### src/hw/rtl/pwo_pkg.sv
// ----------------------------------------------------------------------------
// pwo_pkg
// Shared types and constants for the pitch window octave jump detector.
// ----------------------------------------------------------------------------
package pwo_pkg;

  // Window and field sizes
  localparam int WINDOW_DEPTH = 5;
  localparam int SLOT_W       = $clog2(WINDOW_DEPTH);
  // count must also hold WINDOW_DEPTH + 1 for the overflow check
  localparam int CNT_W        = $clog2(WINDOW_DEPTH + 2);
  localparam int PITCH_W      = 16;
  localparam int MEAN_W       = 15;
  localparam int SHIFT_W      = 5;
  localparam int COUNT_OUT_W  = 3;

  // Q7.8 constants
  localparam int OCTAVE_Q8    = 3072;
  localparam int NEAR_Q8      = 2560;
  localparam int MEAN_MAX     = 32767;

  // Datapath widths
  localparam int DIV_W        = PITCH_W + 1;   // signed difference of two pitches
  localparam int MAG_W        = PITCH_W;       // magnitude of that difference
  localparam int STEP_W       = $clog2(MAG_W);
  localparam int OCT_W        = PITCH_W + 2;   // octave search pitch and distance

  typedef struct packed {
    logic signed [PITCH_W-1:0] pitch;
    logic                      clear;
  } pwo_in_t;

  typedef struct packed {
    logic signed [SHIFT_W-1:0] octave_shift;
    logic [MEAN_W-1:0]         voiced_mean;
    logic [COUNT_OUT_W-1:0]    voiced_count;
  } pwo_out_t;

  typedef enum logic [0:0] {
    S_IDLE,
    S_CALC
  } pwo_state_t;

  // Controller to datapath
  typedef struct packed {
    logic load;
    logic commit;
  } pwo_cmd_t;

  // Datapath to controller
  typedef struct packed {
    logic calc_done;
    logic out_free;
  } pwo_sts_t;

endpackage

### src/hw/rtl/pitch_window_octave_jump_detector.sv
// ----------------------------------------------------------------------------
// pitch_window_octave_jump_detector
// Octave jump detector over a short window of Q7.8 pitch frames.
// ----------------------------------------------------------------------------
// One frame is taken at a time. The controller takes the frame, the
// bit-serial divider forms the mean correction (one quotient bit a cycle),
// and the update is then committed into the result register once that
// register is free. The octave search (at most 10 steps) runs alongside the
// divide. The result sits in its own register, so the next frame is taken
// while it waits. Clear frames take the same time.
module pitch_window_octave_jump_detector (
  input  logic              clk,
  input  logic              rst,
  input  logic              frame_valid,
  output logic              frame_ready,
  input  pwo_pkg::pwo_in_t  frame,
  output logic              result_valid,
  input  logic              result_ready,
  output pwo_pkg::pwo_out_t result
);
  import pwo_pkg::*;

  pwo_cmd_t cmd;
  pwo_sts_t sts;

  pwo_ctrl u_ctrl (
    .clk         (clk),
    .rst         (rst),
    .frame_valid (frame_valid),
    .frame_ready (frame_ready),
    .sts         (sts),
    .cmd         (cmd)
  );

  pwo_dp u_dp (
    .clk          (clk),
    .rst          (rst),
    .cmd          (cmd),
    .sts          (sts),
    .frame        (frame),
    .result_valid (result_valid),
    .result_ready (result_ready),
    .result       (result)
  );

endmodule

### src/hw/rtl/pwo_div.sv
// ----------------------------------------------------------------------------
// pwo_div
// Serial signed divider, one quotient bit per cycle, truncating toward zero.
// ----------------------------------------------------------------------------
module pwo_div (
  input  logic                              clk,
  input  logic                              rst,
  input  logic                              start,
  input  logic signed [pwo_pkg::DIV_W-1:0]  num,
  input  logic [pwo_pkg::CNT_W-1:0]         den,
  output logic signed [pwo_pkg::DIV_W-1:0]  quo,
  output logic                              done
);
  import pwo_pkg::*;

  logic [CNT_W-1:0]  den_q;
  logic [CNT_W-1:0]  rem;
  logic [MAG_W-1:0]  quo_sh;
  logic [STEP_W-1:0] step;
  logic              busy;
  logic              neg;

  logic [DIV_W-1:0]  num_abs;
  logic [CNT_W:0]    rem_sh;
  logic [CNT_W:0]    rem_sub;
  logic              ge;

  // magnitude of the dividend
  assign num_abs = num[DIV_W-1] ? DIV_W'(-num) : DIV_W'(num);

  // restoring step
  assign rem_sh  = {rem, quo_sh[MAG_W-1]};
  assign ge      = rem_sh >= {1'b0, den_q};
  assign rem_sub = rem_sh - {1'b0, den_q};

  always_ff @(posedge clk) begin
    if (rst) begin
      busy <= 1'b0;
      step <= '0;
    end else if (start) begin
      busy <= 1'b1;
      step <= '0;
    end else if (busy) begin
      step <= step + STEP_W'(1);
      if (step == STEP_W'(MAG_W - 1)) begin
        busy <= 1'b0;
      end
    end
  end

  always_ff @(posedge clk) begin
    if (start) begin
      den_q  <= den;
      neg    <= num[DIV_W-1];
      rem    <= '0;
      quo_sh <= num_abs[MAG_W-1:0];
    end else if (busy) begin
      rem    <= ge ? rem_sub[CNT_W-1:0] : rem_sh[CNT_W-1:0];
      quo_sh <= {quo_sh[MAG_W-2:0], ge};
    end
  end

  assign done = !busy;
  assign quo  = neg ? -$signed({1'b0, quo_sh}) : $signed({1'b0, quo_sh});

endmodule

### src/hw/rtl/pwo_dp.sv
// ----------------------------------------------------------------------------
// pwo_dp
// Datapath: pitch ring, voiced count, running mean, octave search, divider
// and the result register.
// ----------------------------------------------------------------------------
module pwo_dp (
  input  logic              clk,
  input  logic              rst,
  input  pwo_pkg::pwo_cmd_t cmd,
  output pwo_pkg::pwo_sts_t sts,
  input  pwo_pkg::pwo_in_t  frame,
  output logic              result_valid,
  input  logic              result_ready,
  output pwo_pkg::pwo_out_t result
);
  import pwo_pkg::*;

  // History state
  logic signed [PITCH_W-1:0] ring [WINDOW_DEPTH];
  logic [SLOT_W-1:0]         slot;
  logic [CNT_W-1:0]          cnt;
  logic [MEAN_W-1:0]         mean;

  // Captured item
  logic signed [PITCH_W-1:0] p_q;
  logic signed [PITCH_W-1:0] prev_q;
  logic                      clr_q;

  // Octave search
  logic signed [OCT_W-1:0]   oct_p;
  logic                      oct_up;
  logic signed [SHIFT_W-1:0] oct_shift;
  logic                      oct_done;

  // Divider
  logic signed [DIV_W-1:0]   div_num;
  logic [CNT_W-1:0]          div_den;
  logic signed [DIV_W-1:0]   div_quo;
  logic                      div_done;

  // ---- load side: decode the incoming frame against current state --------
  logic signed [PITCH_W-1:0] p_in;
  logic signed [PITCH_W-1:0] prev_in;
  logic                      nv_in;
  logic                      wv_in;
  logic signed [DIV_W-1:0]   p_in_x;
  logic signed [DIV_W-1:0]   prev_in_x;
  logic signed [DIV_W-1:0]   mean_x;
  logic signed [OCT_W-1:0]   p_in_o;
  logic signed [OCT_W-1:0]   mean_o;

  assign p_in      = frame.pitch;
  assign prev_in   = ring[slot];
  assign nv_in     = p_in > $signed(PITCH_W'(0));
  assign wv_in     = prev_in > $signed(PITCH_W'(0));
  assign p_in_x    = {p_in[PITCH_W-1], p_in};
  assign prev_in_x = {prev_in[PITCH_W-1], prev_in};
  assign mean_x    = $signed({{(DIV_W-MEAN_W){1'b0}}, mean});
  assign p_in_o    = {{(OCT_W-PITCH_W){p_in[PITCH_W-1]}}, p_in};
  assign mean_o    = $signed({{(OCT_W-MEAN_W){1'b0}}, mean});

  // slot turning voiced divides by the raised count, otherwise by the count (one when it is zero)
  always_comb begin
    if (nv_in && !wv_in) begin
      div_num = p_in_x - mean_x;
      div_den = cnt + CNT_W'(1);
    end else begin
      div_num = p_in_x - prev_in_x;
      div_den = (cnt == '0) ? CNT_W'(1) : cnt;
    end
  end

  pwo_div u_div (
    .clk   (clk),
    .rst   (rst),
    .start (cmd.load),
    .num   (div_num),
    .den   (div_den),
    .quo   (div_quo),
    .done  (div_done)
  );

  // ---- octave search: one octave step per cycle toward the mean ----------
  logic signed [OCT_W-1:0] oct_diff;
  logic [OCT_W-1:0]        oct_dist;

  assign oct_diff = oct_p - mean_o;
  assign oct_dist = oct_diff[OCT_W-1] ? OCT_W'(-oct_diff) : OCT_W'(oct_diff);

  always_ff @(posedge clk) begin
    if (rst) begin
      oct_done <= 1'b1;
    end else if (cmd.load) begin
      oct_done <= frame.clear || (cnt == '0) || !nv_in;
    end else if (!oct_done && (oct_dist <= OCT_W'(NEAR_Q8))) begin
      oct_done <= 1'b1;
    end
  end

  always_ff @(posedge clk) begin
    if (cmd.load) begin
      oct_p     <= p_in_o;
      oct_up    <= p_in_o > mean_o;
      oct_shift <= '0;
    end else if (!oct_done && (oct_dist > OCT_W'(NEAR_Q8))) begin
      if (oct_up) begin
        oct_p     <= oct_p - OCT_W'(OCTAVE_Q8);
        oct_shift <= oct_shift + SHIFT_W'(1);
      end else begin
        oct_p     <= oct_p + OCT_W'(OCTAVE_Q8);
        oct_shift <= oct_shift - SHIFT_W'(1);
      end
    end
  end

  // ---- capture of the item ----------------------------------------------
  always_ff @(posedge clk) begin
    if (cmd.load) begin
      p_q    <= p_in;
      prev_q <= prev_in;
      clr_q  <= frame.clear;
    end
  end

  // ---- commit side: new count, mean and wipe decision --------------------
  logic                    nv_q;
  logic                    wv_q;
  logic                    go_up;
  logic                    go_down;
  logic                    stay_v;
  logic [CNT_W-1:0]        cnt_inc;
  logic [CNT_W-1:0]        cnt_new;
  logic signed [OCT_W-1:0] mean_sum;
  logic [MEAN_W-1:0]       mean_sat;
  logic [MEAN_W-1:0]       mean_new;
  logic                    wipe;
  logic [SLOT_W-1:0]       slot_inc;

  assign nv_q     = p_q > $signed(PITCH_W'(0));
  assign wv_q     = prev_q > $signed(PITCH_W'(0));
  assign go_up    = nv_q && !wv_q;
  assign go_down  = !nv_q && wv_q;
  assign stay_v   = nv_q && wv_q;
  assign cnt_inc  = cnt + CNT_W'(1);
  assign mean_sum = mean_o + {{(OCT_W-DIV_W){div_quo[DIV_W-1]}}, div_quo};
  assign slot_inc = (slot == SLOT_W'(WINDOW_DEPTH - 1)) ? '0 : slot + SLOT_W'(1);

  // saturate the mean to its unsigned Q7.8 range
  always_comb begin
    if (mean_sum[OCT_W-1]) begin
      mean_sat = '0;
    end else if (mean_sum > $signed(OCT_W'(MEAN_MAX))) begin
      mean_sat = MEAN_W'(MEAN_MAX);
    end else begin
      mean_sat = mean_sum[MEAN_W-1:0];
    end
  end

  always_comb begin
    if (go_up) begin
      cnt_new = cnt_inc;
    end else if (go_down) begin
      cnt_new = cnt - CNT_W'(1);
    end else begin
      cnt_new = cnt;
    end
    mean_new = (go_up || stay_v) ? mean_sat : mean;
    wipe     = clr_q
            || (go_up && (cnt_inc > CNT_W'(WINDOW_DEPTH)))
            || (go_down && (cnt <= CNT_W'(1)));
  end

  // history update
  always_ff @(posedge clk) begin
    if (rst) begin
      for (int i = 0; i < WINDOW_DEPTH; i++) begin
        ring[i] <= '0;
      end
      slot <= '0;
      cnt  <= '0;
      mean <= '0;
    end else if (cmd.commit) begin
      if (wipe) begin
        for (int i = 1; i < WINDOW_DEPTH; i++) begin
          ring[i] <= '0;
        end
        cnt  <= '0;
        mean <= '0;
        // after a wipe a real frame still lands at slot 0
        if (clr_q) begin
          ring[0] <= '0;
          slot    <= '0;
        end else begin
          ring[0] <= p_q;
          slot    <= SLOT_W'(1);
        end
      end else begin
        ring[slot] <= p_q;
        slot       <= slot_inc;
        cnt        <= cnt_new;
        mean       <= mean_new;
      end
    end
  end

  // ---- result register ---------------------------------------------------
  always_ff @(posedge clk) begin
    if (rst) begin
      result_valid <= 1'b0;
    end else if (cmd.commit) begin
      result_valid <= 1'b1;
    end else if (result_ready) begin
      result_valid <= 1'b0;
    end
  end

  always_ff @(posedge clk) begin
    if (cmd.commit) begin
      result.octave_shift <= clr_q ? '0 : oct_shift;
      result.voiced_mean  <= wipe ? '0 : mean_new;
      result.voiced_count <= wipe ? '0 : COUNT_OUT_W'(cnt_new);
    end
  end

  assign sts.calc_done = oct_done && div_done;
  assign sts.out_free  = !result_valid || result_ready;

endmodule

### src/hw/rtl/pwo_ctrl.sv
// ----------------------------------------------------------------------------
// pwo_ctrl
// Controller: takes a frame, waits for the octave search and the divide,
// then commits the update once the result register is free.
// ----------------------------------------------------------------------------
module pwo_ctrl (
  input  logic              clk,
  input  logic              rst,
  input  logic              frame_valid,
  output logic              frame_ready,
  input  pwo_pkg::pwo_sts_t sts,
  output pwo_pkg::pwo_cmd_t cmd
);
  import pwo_pkg::*;

  pwo_state_t state;
  pwo_state_t state_next;

  always_ff @(posedge clk) begin
    if (rst) begin
      state <= S_IDLE;
    end else begin
      state <= state_next;
    end
  end

  // next state
  always_comb begin
    state_next = state;
    unique case (state)
      S_IDLE: begin
        if (frame_valid) begin
          state_next = S_CALC;
        end
      end
      S_CALC: begin
        if (sts.calc_done && sts.out_free) begin
          state_next = S_IDLE;
        end
      end
      default: state_next = S_IDLE;
    endcase
  end

  // outputs
  always_comb begin
    frame_ready = 1'b0;
    cmd         = '0;
    unique case (state)
      S_IDLE: begin
        frame_ready = 1'b1;
        cmd.load    = frame_valid;
      end
      S_CALC: begin
        cmd.commit = sts.calc_done && sts.out_free;
      end
      default: ;
    endcase
  end

endmodule

### config.mk
export PLATFORM = sky130hd
export DESIGN_NAME = pitch_window_octave_jump_detector
export DESIGN_NICKNAME = d
export VERILOG_FILES = /design/src/hw/rtl/pwo_pkg.sv /design/src/hw/rtl/pitch_window_octave_jump_detector.sv /design/src/hw/rtl/pwo_div.sv /design/src/hw/rtl/pwo_dp.sv /design/src/hw/rtl/pwo_ctrl.sv
export SDC_FILE = /design/constraint.sdc
export NUM_CORES = 1
export LEC_CHECK = 0
export ABC_AREA = 0
export BUFFER_PORTS_ARGS = -buffer_cell sky130_fd_sc_hd__buf_2
export CAP_MARGIN = 10
export CORE_AREA = 2 2 138 193
export CTS_CLUSTER_SIZE = 25
export DETAILED_ROUTE_END_ITERATION = 12
export DIE_AREA = 0 0 140 195
export GPL_TIMING_DRIVEN = 0
export PLACE_DENSITY = 0.8
export SLEW_MARGIN = 15
export SYNTH_ARGS = -nofsm -noshare
export SYNTH_HDL_FRONTEND = slang
export SYNTH_SLANG_ARGS = --single-unit
### constraint.sdc
create_clock -name clk -period 6.8 [get_ports clk]
set_clock_uncertainty 0.15 [all_clocks]
set_input_delay 0.68 -clock clk [delete_from_list [all_inputs] [get_ports clk]]
set_output_delay 0.68 -clock clk [all_outputs]
set_load 0.01 [all_outputs]
# ---- Word level (Yosys, flattened, before mapping)
# Memory sizes are Yosys's and may differ from the RTL's. A register that Yosys moved wholly into a read port is not among the register bits.
# Index checks and enable logic that the tools add are counted.
dict set report word_totals {
  elab_cells 155
  inputBits 21
  output_inout_bits 25
  ramBits 80
  reg_bits 132
  memories 1
}
# memory words word_bits rd rd_ports_with_merged_regs wr line
set memory_table {}
lappend memory_table {u_dp.ring 5 16 1 1 5 pwo_dp.sv:19} ;# logic signed [PITCH_W-1:0] ring [WINDOW_DEPTH];
dict set report op_classes {
  n_lt_le_gt_ge 11
  n_reduce_logical 30
  n_addsub 16
  n_eq_ne 2
  mux 67
  bitwise_logic 7
}
# operator n
set ops {}
lappend ops {{16-bit 2-to-1 mux} 10}
lappend ops {{18-bit 2-to-1 mux} 4}
lappend ops {{16-bit by 1-bit greater-than comparator with 1-bit output, second input constant} 4}
lappend ops {{15-bit 2-to-1 mux} 4}
lappend ops {{1-bit 2-to-1 mux} 34}
lappend ops {{17-bit 2-to-1 mux} 2}
lappend ops {{16-bit by 16-bit subtractor with 17-bit output} 2}
lappend ops {{3-bit 2-to-1 mux} 11}
lappend ops {{16-bit by 17-bit adder with 18-bit output} 1}
lappend ops {{18-bit by 13-bit adder with 18-bit output, second input constant} 1}
lappend ops {{18-bit by 12-bit greater-than comparator with 1-bit output, second input constant} 1}
lappend ops {{18-bit by 16-bit greater-than comparator with 1-bit output, second input constant} 1}
lappend ops {{18-bit by 12-bit less-or-equal comparator with 1-bit output, second input constant} 1}
lappend ops {{18-bit negator} 1}
lappend ops {{18-bit by 13-bit subtractor with 18-bit output, second input constant} 1}
lappend ops {{18-bit by 16-bit subtractor with 18-bit output} 1}
lappend ops {{16-bit negator with 17-bit output} 1}
lappend ops {{16-bit greater-than comparator} 1}
lappend ops {{16-bit negator} 1}
lappend ops {{16-bit OR reduction} 1}
lappend ops {{1-bit logical AND} 10}
lappend ops {{2-bit nonzero test} 4}
lappend ops {{1-bit logical NOT} 7}
lappend ops {{3-bit by 1-bit adder with 3-bit output, second input constant} 2}
lappend ops {{17 further kinds} 27}

# ---- Logic depth before layout (Yosys ltp)
# Gate-level depths: netlist (run 1).
dict set report depth {
  depth_word 13
  depth_mapped 21
  depth_no_buf 18
}

# ---- Cells and area by module
# Synthesis (run 1) repeated with hierarchy kept, for this count alone.
dict set report hier_totals {
  cells_unflattened 1401
  hier_area_um2 15652.5
}
# mod cells_per_inst seq_area_each_um2 area_each_um2 n_inst
set by_module_without_submodules {}
lappend by_module_without_submodules {pwo_dp 1195 6716.4 13709.4 1}
lappend by_module_without_submodules {pwo_div 200 760.7 1885.6 1}
lappend by_module_without_submodules {pwo_ctrl 6 20.0 57.6 1}

# ---- Worst setup path after synthesis (run 1)
# No wires, ideal clock.
dict set report synth_timing {
  path_type {register to register}
  startpoint {register with a tool-made name}
  endpoint {register u_dp.u_div.quo_sh[11], data pin}
  setup_time_ps 267
  synth_period_minus_slack_ps 4815
  required_time_ps 6383
  path_buffers 3
  arrival_ps 4398
  stages_incl_launch_ff 18
  setup_slack_ps 1985
  path_cell_list {dfxtp_1 > buf_1 > clkbuf_1 > mux2_2 > ha_1 > inv_1 > fa_1 > a21o_1 > a21o_1 > a2111oi_0 > o31ai_1 > a311o_1 > o21ai_0 > mux2_2 > buf_2 > o21ai_0 > xnor2_1 > o21ai_0}
}
# element line
set synth_lines {}
lappend synth_lines {{end signal, assigned} pwo_div.sv:56} ;# quo_sh <= num_abs[MAG_W-1:0];
lappend synth_lines {{end signal, assigned} pwo_div.sv:59} ;# quo_sh <= {quo_sh[MAG_W-2:0], ge};
lappend synth_lines {{end, declared} pwo_div.sv:18} ;# logic [MAG_W-1:0] quo_sh;

==> impl_metrics.env, run 1 <==
export IMPL_crit_path_end_kind="flop"
export IMPL_cts_setup_buffers=0
export IMPL_avgSynthCellArea_um2=10.9
export IMPL_cts_buffer_depth=3
export IMPL_antenna_found_initial=0
export IMPL_layout_commonest_cell="edfxtp_1"
export IMPL_yosysWarnings=0
export IMPL_grt_max_degree=58
export IMPL_ys_seq_area_frac=0.472
export IMPL_slew_headroom=0.303
export IMPL_crit_type="flop to flop"
export IMPL_cts_tree="done"
export IMPL_drive_above_1_share=0.110
export IMPL_hold_class="primary input to flop"
export IMPL_finalSetupViolCount=0
export IMPL_die_w_um=140
export IMPL_num_fill_cells=1896
export IMPL_cp_max_fo=10
export IMPL_core_area_um2=25500
export IMPL_n_antenna_cell=0
export IMPL_viasPerCell=6.41
export IMPL_vdd_drop_max_uv=225
export IMPL_synth_largest_area_cell="edfxtp_1"
export IMPL_netlist_area_leader_share=0.421
export IMPL_drc=1
export IMPL_netlist_top_cells_area="edfxtp_1, ha_1, dfxtp_1, mux4_2, and2_1"
export IMPL_ys_seq_elements=263
export IMPL_initial_core_util=0.624
export IMPL_p_leak_nw=6.46
export IMPL_outcome="finished, violations left"
export IMPL_hold_end="u_ctrl.state$_SDFF_PP0_"
export IMPL_synth_cell_types=85
export IMPL_finalWirelength_mm=40.0
export IMPL_gp_congestion=0.930
export IMPL_synth_ff_type="edfxtp_1"
export IMPL_synth_area_um2=15900
export IMPL_syn_inst=1462
export IMPL_slew_viol_final=0
export IMPL_root_buffer="clkbuf_16"
export IMPL_grt_busiest_layer="met2"
export IMPL_min_period_over_period=0.916
export IMPL_placementRows=69
export IMPL_overflow=0
export IMPL_antenna_left=0
export IMPL_gr_usage_met2=0.560
export IMPL_htreeDepth=1
export IMPL_synth_nets=1571
export IMPL_mostFrequentLayoutCells="edfxtp_1, and2_1, nand2_1"
export IMPL_power_density_nw_per_um2=264
export IMPL_via_count=12000
export IMPL_tns_ps=0
export IMPL_clkTransAtPathRegs_ps=70
export IMPL_fin_cells=1873
export IMPL_hold_depth=2
export IMPL_cts_sinks=263
export IMPL_use_met1=0.325
export IMPL_power_w=0.00459
export IMPL_finalHoldViolCount=0
export IMPL_min_period_ps=6230
export IMPL_grtUsageTotal=0.294
export IMPL_drt_first_iter_violations=929
export IMPL_pin_count=46
export IMPL_rr_worst_depth=21
export IMPL_layout_area_overhead_vs_synth_pct=9.28
export IMPL_dp_cells=1830
export IMPL_max_slew_worst_pin_slew_ps=1040
export IMPL_numCtsBuffers=25
export IMPL_violations="design-rule violations"
export IMPL_grt_setup_unrepaired="no"
export IMPL_min_from="frame_valid"
export IMPL_io_buffers=45
export IMPL_die_h_um=195
export IMPL_grt_pass1_wl_mm=63.0
export IMPL_critPathLaunchType="flop"
export IMPL_nNetsFinal=1647
export IMPL_utilization=0.682
export IMPL_drt_pass1_iter_count=11
export IMPL_grtUsageMet3=0.0294
export IMPL_clkLatencyLatePin_ps=540
export IMPL_grt_pass1_vias=12200
export IMPL_arrival_ps=6360
export IMPL_place_hpwl_mm=30.2
export IMPL_die_area_um2=27300
export IMPL_cp_required_ps=6930
export IMPL_synthArstFlopShare=0
export IMPL_synth_edff_count=223
export IMPL_drv_cap=0
export IMPL_r2r_slack_ps=570
export IMPL_max_freq_ghz=0.160
export IMPL_post_drt_wl_per_cell_um=21.4
export IMPL_timing_rr_end="u_dp.u_div.quo_sh[12]$_DFFE_PP_"
[report_power, final]
group | switching, W | leakage (nW) | internal [W]
Sequential | 0.0000838 | 2.52 | 0.00189
Combinational | 0.000755 | 3.56 | 0.000495
Clock | 0.000588 | 0.382 | 0.000784
Total | 0.00143 | 6.46 | 0.00317
[cells by family (layout without fill, tap and decap cells)]
kind of cell	count (synthesis)	count (layout)	synth area share
AND/OR/NAND/NOR	474	474	0.155
AO/OA/AOI/OAI	348	348	0.147
flip-flops	263	263	0.472
buffers and inverters	131	223	0.0353
XOR/XNOR	95	95	0.0528
adder cells (fa/ha/maj)	88	88	0.0726
multiplexers	63	63	0.0653
[through the flow]
| step | hold slack (ps) | worst slack, ps | area [um2] |
|---|---|---|---|
| floorplan | 311 | 1990 | 15900 |
| global placement | 331 | 527 | 16500 |
| detailed placement | 338 | 435 | 16600 |
| CTS | 187 | 373 | 17400 |
| global route | 187 | 124 | 17400 |
| finish | 196 | 568 | 17400 |
[area by class of cell]
class | instances | area, um2 | area share
Timing Repair Buffer | 49 | 260 | 0.0150
Clock inverter | 15 | 153 | 0.00879
Multi-Input combinational cell | 1068 | 7850 | 0.452
Buffer | 57 | 290 | 0.0167
Clock buffer | 28 | 637 | 0.0367
Tap cell | 319 | 399 | 0.0230
Sequential cell | 263 | 7500 | 0.432
Inverter | 74 | 278 | 0.0160
[worst max-delay path by stage]
stage | from | end | slack [ps]
after global placement | flop | u_dp.u_div.quo_sh[11]$_DFFE_PP_ | 530
final | flop | u_dp.u_div.quo_sh[12]$_DFFE_PP_ | 570
after global routing | flop | u_dp.u_div.quo_sh[12]$_DFFE_PP_ | 120
after floorplan | flop | u_dp.u_div.quo_sh[11]$_DFFE_PP_ | 1990
after CTS | flop | u_dp.u_div.quo_sh[12]$_DFFE_PP_ | 370
after detailed placement | flop | u_dp.u_div.quo_sh[12]$_DFFE_PP_ | 440
[synth_stat cells (17+ instances only)]
library cell / number
nor4_1: 24
ha_1: 81
inv_1: 72
edfxtp_1: 223
nand2b_1: 17
xnor2_1: 69
o21ai_0: 67
nor3_1: 54
nand2_1: 91
nor2b_1: 19
clkbuf_1: 37
nand3_1: 22
a21o_1: 29
xor2_1: 25
mux4_2: 32
mux2i_1: 25
and2_1: 97
dfxtp_1: 40
a21oi_1: 89
nor2_1: 87
[flip-flops by register name, summed over array words and instances (netlist names), 3 cells and up, named ones only]
| name | cells |
|---|---|
| u_dp.mean | 15 |
| u_dp.cnt | 3 |
| u_dp.prev_q | 16 |
| u_dp.oct_shift | 5 |
| u_dp.u_div.quo_sh | 16 |
| u_dp.slot | 3 |
| u_dp.p_q | 16 |
| u_dp.u_div.step | 4 |
| u_dp.ring | 128 |
| u_dp.u_div.rem | 3 |
| u_dp.result | 23 |
| u_dp.oct_p | 18 |
| u_dp.u_div.den_q | 3 |
[critical path, cell delays in order (launching register included)]
cell and delay (ps):
dfxtp_1 300, buf_2 200, buf_2 400, mux4_2 560
mux2i_1 510, nand4_1 180, a211oi_1 260, o21ai_0 230
inv_1 140, buf_2 230, buf_1 500, nand2_1 130
nand2_1 110, ha_1 260, nand4_1 100, or4b_1 560
nor3b_1 290, nor2b_1 160, mux2_2 140, a21boi_0 90
xor2_1 360, o21ai_0 120
[layer usage]
layer | wire, um | vias up
li1 | - | 5625
met1 | 14600 | 5817
met2 | 21300 | 436
met3 | 2090 | 120
met4 | 2100 | 0
met5 | 0 | -
[what timing repair did]
item,CTS,global route
hold buffers,0,0
gates resized for setup,0,3
hold endpoints to repair,0,0
endpoints found under the setup margin,0,2
No activity file was read; power rests on OpenSTA's default activity.
==> run 2, diff against run 1 <==
CORE_AREA = 2 2 145 203   (was 2 2 138 193)
DIE_AREA = 0 0 147 205   (was 0 0 140 195)
PLACE_DENSITY = 0.76   (was 0.8)
clock period = 5.3 ns   (was 6.8 ns; I/O delays follow)
==> run 2 against run 1 <==
The run now ends clean. Count of clock-buffer cells in the layout is 10 higher. Sequential power up 28%. Core utilization down 5.6 points. Power up 30%. Sequential share of layout area is 0.89 points lower. First-iteration DRC count decreased by 11%. Register-to-register slack got worse by 300 ps. Worst setup slack worse by 300 ps. Critical path depth is 2 lower. Critical path type unchanged. Highest routed layer unchanged.
==> impl_metrics.env, run 2 (synthesis gave the netlist of run 1 again) <==
export IMPL_outcome="finished, final reports clean"
export IMPL_finalWirelength_mm=41.4
export IMPL_antenna_left=0
export IMPL_cts_tree="done"
export IMPL_io_buffers=45
export IMPL_crit_type="flop to flop"
export IMPL_place_hpwl_mm=31.3
export IMPL_core_area_um2=28300
export IMPL_numCtsBuffers=26
export IMPL_antenna_found_initial=0
export IMPL_grt_max_degree=58
export IMPL_drc=0
export IMPL_finalSetupViolCount=0
export IMPL_p_seq_frac=0.424
export IMPL_viasPerCell=6.21
export IMPL_arrival_ps=5170
export IMPL_whs_ps=40.7
export IMPL_root_buffer="clkbuf_16"
export IMPL_via_count=12000
export IMPL_crit_path_end_kind="flop"
export IMPL_grt_pass1_vias=12100
export IMPL_clkLatencyLatePin_ps=550
export IMPL_slew_viol_final=0
export IMPL_p_int_w=0.00412
export IMPL_rr_worst_depth=19
export IMPL_slew_headroom=0.352
export IMPL_cts_buffer_depth=3
export IMPL_cp_common_cell="buf_4"
export IMPL_die_h_um=205
export IMPL_p_switching_w=0.00185
export IMPL_p_clk_frac=0.305
export IMPL_min_period_over_period=0.949
export IMPL_clkTransAtPathRegs_ps=60
export IMPL_biggestRegsByFlops="u_dp.ring x128, u_dp.result x23, u_dp.oct_p x18"
export IMPL_overflow=0
export IMPL_critPathTopFamily="simple AND/OR/NAND/NOR gates"
export IMPL_cp_required_ps=5440
export IMPL_vdd_drop_max_uv=272
export IMPL_max_slew_worst_pin_slew_ps=971
export IMPL_timing_rr_end="u_dp.u_div.quo_sh[12]$_DFFE_PP_"
export IMPL_cts_sinks=263
export IMPL_combPwrFrac=0.271
export IMPL_hold_class="primary input to flop"
export IMPL_r2r_slack_ps=270
export IMPL_drive_above_1_share=0.131
export IMPL_htreeDepth=1
export IMPL_pin_count=46
export IMPL_cp_cell_sequence="buf_4 -> buf_12 -> mux4_2 -> nor4_4 -> nand3_1 -> a211oi_2 -> o21ai_2 -> buf_4 -> buf_4 -> mux2i_2 -> ha_2 -> nand4_1 -> or4b_4 -> nor3b_2 -> nor2b_1 -> mux2_2 -> a21boi_0 -> xor2_1 -> o21ai_0"
export IMPL_postLayoutSetupSlackWorst_ps=268
export IMPL_hold_end="u_dp.clr_q$_DFFE_PP_"
export IMPL_drt_pass1_iter_count=5
export IMPL_cpPeakStageDelay_ps=580
export IMPL_mostFrequentLayoutCells="edfxtp_1, and2_1, nand2_1"
export IMPL_layout_commonest_cell="edfxtp_1"
export IMPL_die_area_um2=30100
export IMPL_p_leak_nw=6.57
export IMPL_num_fill_cells=2303
export IMPL_n_antenna_cell=0
export IMPL_nNetsFinal=1651
export IMPL_cp_max_fo=10
export IMPL_layout_area_overhead_vs_synth_pct=11.6
export IMPL_largest_register="u_dp.ring"
export IMPL_post_drt_wl_per_cell_um=21.4
export IMPL_finalHoldViolCount=0
export IMPL_drt_first_iter_violations=824
export IMPL_grtUsageTotal=0.277
export IMPL_power_density_nw_per_um2=337
export IMPL_largest_reg_flops=128
export IMPL_gp_congestion=0.960
export IMPL_swShare=0.310
export IMPL_placementRows=73
export IMPL_grt_pass1_wl_mm=64.3
export IMPL_die_w_um=147
export IMPL_drv_cap=0
export IMPL_critPathLaunchType="flop"
export IMPL_pre_cts_slack_ps=-1040
export IMPL_min_from="frame[0]"
export IMPL_worst_path_max_delay_cell="mux4_2"
export IMPL_max_freq_ghz=0.199
export IMPL_utilization=0.626
export IMPL_worst_path_buf_inv=4
export IMPL_min_period_ps=5030
export IMPL_hold_depth=1
export IMPL_initial_core_util=0.561
## run 2: cell types whose count changed in the layout (fill, tap and decap cells not counted), sizes merged
cell / change
bufinv: -2
clkinv: -1
buf: +2
inv: -1
clkinvlp: -1
clkbuf: +11
## run 2: cell type report
cell class	instances	area (um2)	area share
clock buffers	38	758	0.0428
clock inverters	10	77.6	0.00437
repair buffers	53	298	0.0168
well taps	375	469	0.0265
multi-input cells	1068	8010	0.452
plain buffers	56	345	0.0195
flip-flops and latches	263	7500	0.423
inverters	74	278	0.0157
## run 2: per-layer routing
| layer | track usage | vias to the layer above | share of wire |
|---|---|---|---|
| li1 | - | 5642 | - |
| met1 | 0.303 | 5850 | 0.38 |
| met2 | 0.505 | 397 | 0.51 |
| met3 | 0.0312 | 131 | 0.043 |
| met4 | 0.181 | 0 | 0.072 |
| met5 | 0 | - | 0 |
## run 2: how the worst max path moves through the flow
stage | start | end | slack (ps) | cells after the start
6_report | flop | u_dp.u_div.quo_sh[12]$_DFFE_PP_ | 270 | 19
2_1_floorplan | flop | u_dp.u_div.quo_sh[11]$_DFFE_PP_ | 490 | 17
4_1_cts | flop | u_dp.u_div.quo_sh[15]$_DFFE_PP_ | 4 | 17
3_3_place_gp | flop | u_dp.u_div.quo_sh[12]$_DFFE_PP_ | -1100 | 21
3_5_place_dp | flop | u_dp.u_div.quo_sh[12]$_DFFE_PP_ | -1040 | 21
5_1_grt | flop | u_dp.u_div.quo_sh[11]$_DFFE_PP_ | -7 | 17
## run 2: timing repair
item,4_1_cts,5_1_grt
gates resized for setup,23,39
hold buffers,0,0
setup endpoints to repair,16,72
pin swaps,0,4
buffers inserted,1,2
## run 2: through the flow
step / setup TNS [ps] / cell area [um2] / total power, W / instances
after floorplan: 0 / 15900 / 0.00373 / 1462
after global placement: -20780 / 16600 / 0.00409 / 1882
after detailed placement: -10910 / 16700 / 0.00413 / 1887
after CTS: 0 / 17600 / 0.00595 / 1935
after global routing: -8.32 / 17700 / 0.00626 / 1937
final: 0 / 17700 / 0.00598 / 1937
## run 2: power groups by stage
stage | clock network, W | logic [W] | registers [W]
5_1_grt | 0.00192 | 0.00179 | 0.00255
3_5_place_dp | 0 | 0.00156 | 0.00258
6_report | 0.00182 | 0.00162 | 0.00253
3_3_place_gp | 0 | 0.00152 | 0.00257
2_1_floorplan | 0 | 0.00119 | 0.00254
4_1_cts | 0.00184 | 0.00158 | 0.00253
==> run 3, diff against run 2 <==
CORE_AREA = 2 2 191 193   (was 2 2 145 203)
DIE_AREA = 0 0 193 195   (was 0 0 147 205)
PLACE_DENSITY = 0.63   (was 0.76)
==> run 3 against run 2 <==
Non-clock buffer count increased by 1. Core utilization decreased by 12 points. Count of clock-buffer cells in the layout decreased by 6. Final cell count increased by 4.8%. Die area increased by 25%. Global-route usage decreased by 5.3 points. Critical path type unchanged. Highest routed layer unchanged.
==> impl_metrics.env, run 3 (synthesis gave the netlist of run 1 again) <==
export IMPL_vdd_drop_max_uv=291
export IMPL_power_density_nw_per_um2=346
export IMPL_finalHoldViolCount=0
export IMPL_pin_count=46
export IMPL_drv_cap=0
export IMPL_cts_buffer_depth=3
export IMPL_p_leak_nw=6.62
export IMPL_grt_pass1_vias=11400
export IMPL_crit_path_end_kind="flop"
export IMPL_die_h_um=195
export IMPL_overflow=0
export IMPL_outcome="finished, final reports clean"
export IMPL_placementRows=69
export IMPL_cts_sinks=263
export IMPL_viasPerCell=5.80
export IMPL_n_antenna_cell=0
export IMPL_crit_type="flop to flop"
export IMPL_clkTransAtPathRegs_ps=60
export IMPL_die_area_um2=37600
export IMPL_grt_max_degree=58
export IMPL_fin_cells=2030
export IMPL_dp_cells=1972
export IMPL_num_fill_cells=3180
export IMPL_gp_congestion=0.898
export IMPL_place_hpwl_mm=31.0
export IMPL_die_w_um=193
export IMPL_max_slew_worst_pin_slew_ps=967
export IMPL_slew_headroom=0.350
export IMPL_nNetsFinal=1655
export IMPL_numCtsBuffers=29
export IMPL_largest_register="u_dp.ring"
export IMPL_post_drt_wl_per_cell_um=20.5
export IMPL_multiInputGateArea_um2=7970
export IMPL_drive_above_1_share=0.131
export IMPL_cp_max_fo=10
export IMPL_mostFrequentLayoutCells="edfxtp_1, and2_1, nand2_1"
export IMPL_layout_commonest_cell="edfxtp_1"
export IMPL_largest_reg_flops=128
export IMPL_via_count=11800
export IMPL_max_freq_ghz=0.194
export IMPL_antenna_found_initial=0
export IMPL_whs_ps=108
export IMPL_cp_required_ps=5470
export IMPL_initial_core_util=0.449
export IMPL_biggestRegsByFlops="u_dp.ring x128, u_dp.result x23, u_dp.oct_p x18"
export IMPL_clkLatencyLatePin_ps=580
export IMPL_grtUsageTotal=0.223
export IMPL_finalSetupViolCount=0
export IMPL_layout_area_overhead_vs_synth_pct=12.9
export IMPL_grt_pass1_wl_mm=65.0
export IMPL_drt_pass1_iter_count=5
export IMPL_htreeDepth=1
export IMPL_antenna_left=0
export IMPL_drc=0
export IMPL_finalWirelength_mm=41.7
export IMPL_cts_tree="done"
export IMPL_min_period_ps=5160
export IMPL_root_buffer="clkbuf_16"
export IMPL_io_buffers=45
export IMPL_grt_setup_unrepaired="yes"
export IMPL_hold_class="primary input to flop"
export IMPL_critPathLaunchType="flop"
export IMPL_min_period_over_period=0.973
export IMPL_slew_viol_final=0
export IMPL_core_area_um2=35400
export IMPL_drt_first_iter_violations=944
export IMPL_seqCellArea_um2=7500
export IMPL_arrival_ps=5320
run 3: cell type report:
| class | instances | area share |
|---|---|---|
| Multi-Input combinational cell | 1068 | 0.444 |
| Sequential cell | 263 | 0.418 |
| Clock buffer | 32 | 0.0416 |
| Tap cell | 461 | 0.0322 |
| Buffer | 57 | 0.0187 |
| Timing Repair Buffer | 53 | 0.0168 |
| Inverter | 74 | 0.0155 |
| Clock inverter | 22 | 0.0128 |
run 3: repair_timing:
item	in CTS	in global routing
endpoints found under the setup margin	16	9
hold buffers	2	0
gates resized for setup	33	15
hold endpoints to repair	2	0
setup buffers	0	2
pin swaps	0	1
run 3: stage by stage:
step	cell area (um2)	setup TNS (ps)	worst slack, ps	total power (W)	util
after floorplan	15900	0	485	0.00373	-
after global placement	16700	-16400	-937	0.00411	0.472
after detailed placement	16800	-11820	-935	0.00414	0.473
after CTS	17900	0	13.6	0.00622	0.505
after global routing	17900	-92.7	-92.7	0.00652	0.507
final	17900	0	142	0.00621	0.507
run 3: routing by layer:
metal,part of all wire,global-route usage,vias to the layer above,wire [um]
li1,-,-,5664,-
met1,0.44,0.300,5746,18200
met2,0.49,0.384,319,20300
met3,0.048,0.0243,55,2020
met4,0.027,0.0600,0,1130
met5,0,0,-,0
run 3: report_power, final:
group	total [W]	switching [W]	leakage, nW	internal [W]
Combinational	0.00162	0.000963	3.62	0.000655
Clock	0.00206	0.000849	0.477	0.00121
Sequential	0.00253	0.000108	2.52	0.00242
run 3: path summary, 6_finish.rpt:
path | depth (start not counted) | from | to | slack, ps
max | 19 | flop | u_dp.u_div.quo_sh[12]$_DFFE_PP_ | 140
min | 3 | result_ready | u_dp.result_valid$_SDFFE_PP0P_ | 110
max reg2reg | 19 | flop | u_dp.u_div.quo_sh[12]$_DFFE_PP_ | 140
min reg2reg | 1 | u_ctrl.state$_SDFF_PP0_ | u_ctrl.state$_SDFF_PP0_ | 340
run 3: critical path, cell delays in order, from the launching register on:
cell,delay [ps]
dfxtp_1,310
clkbuf_4,210
buf_8,200
mux4_2,570
nor4_4,320
nand3b_1,140
a211oi_2,270
o21ai_2,120
buf_2,230
clkbuf_4,230
mux2i_2,230
ha_2,260
nand4_1,80
or4b_1,600
nor3b_2,240
nor2b_1,150
mux2_2,150
a21boi_0,100
xor2_1,220
o21ai_0,90
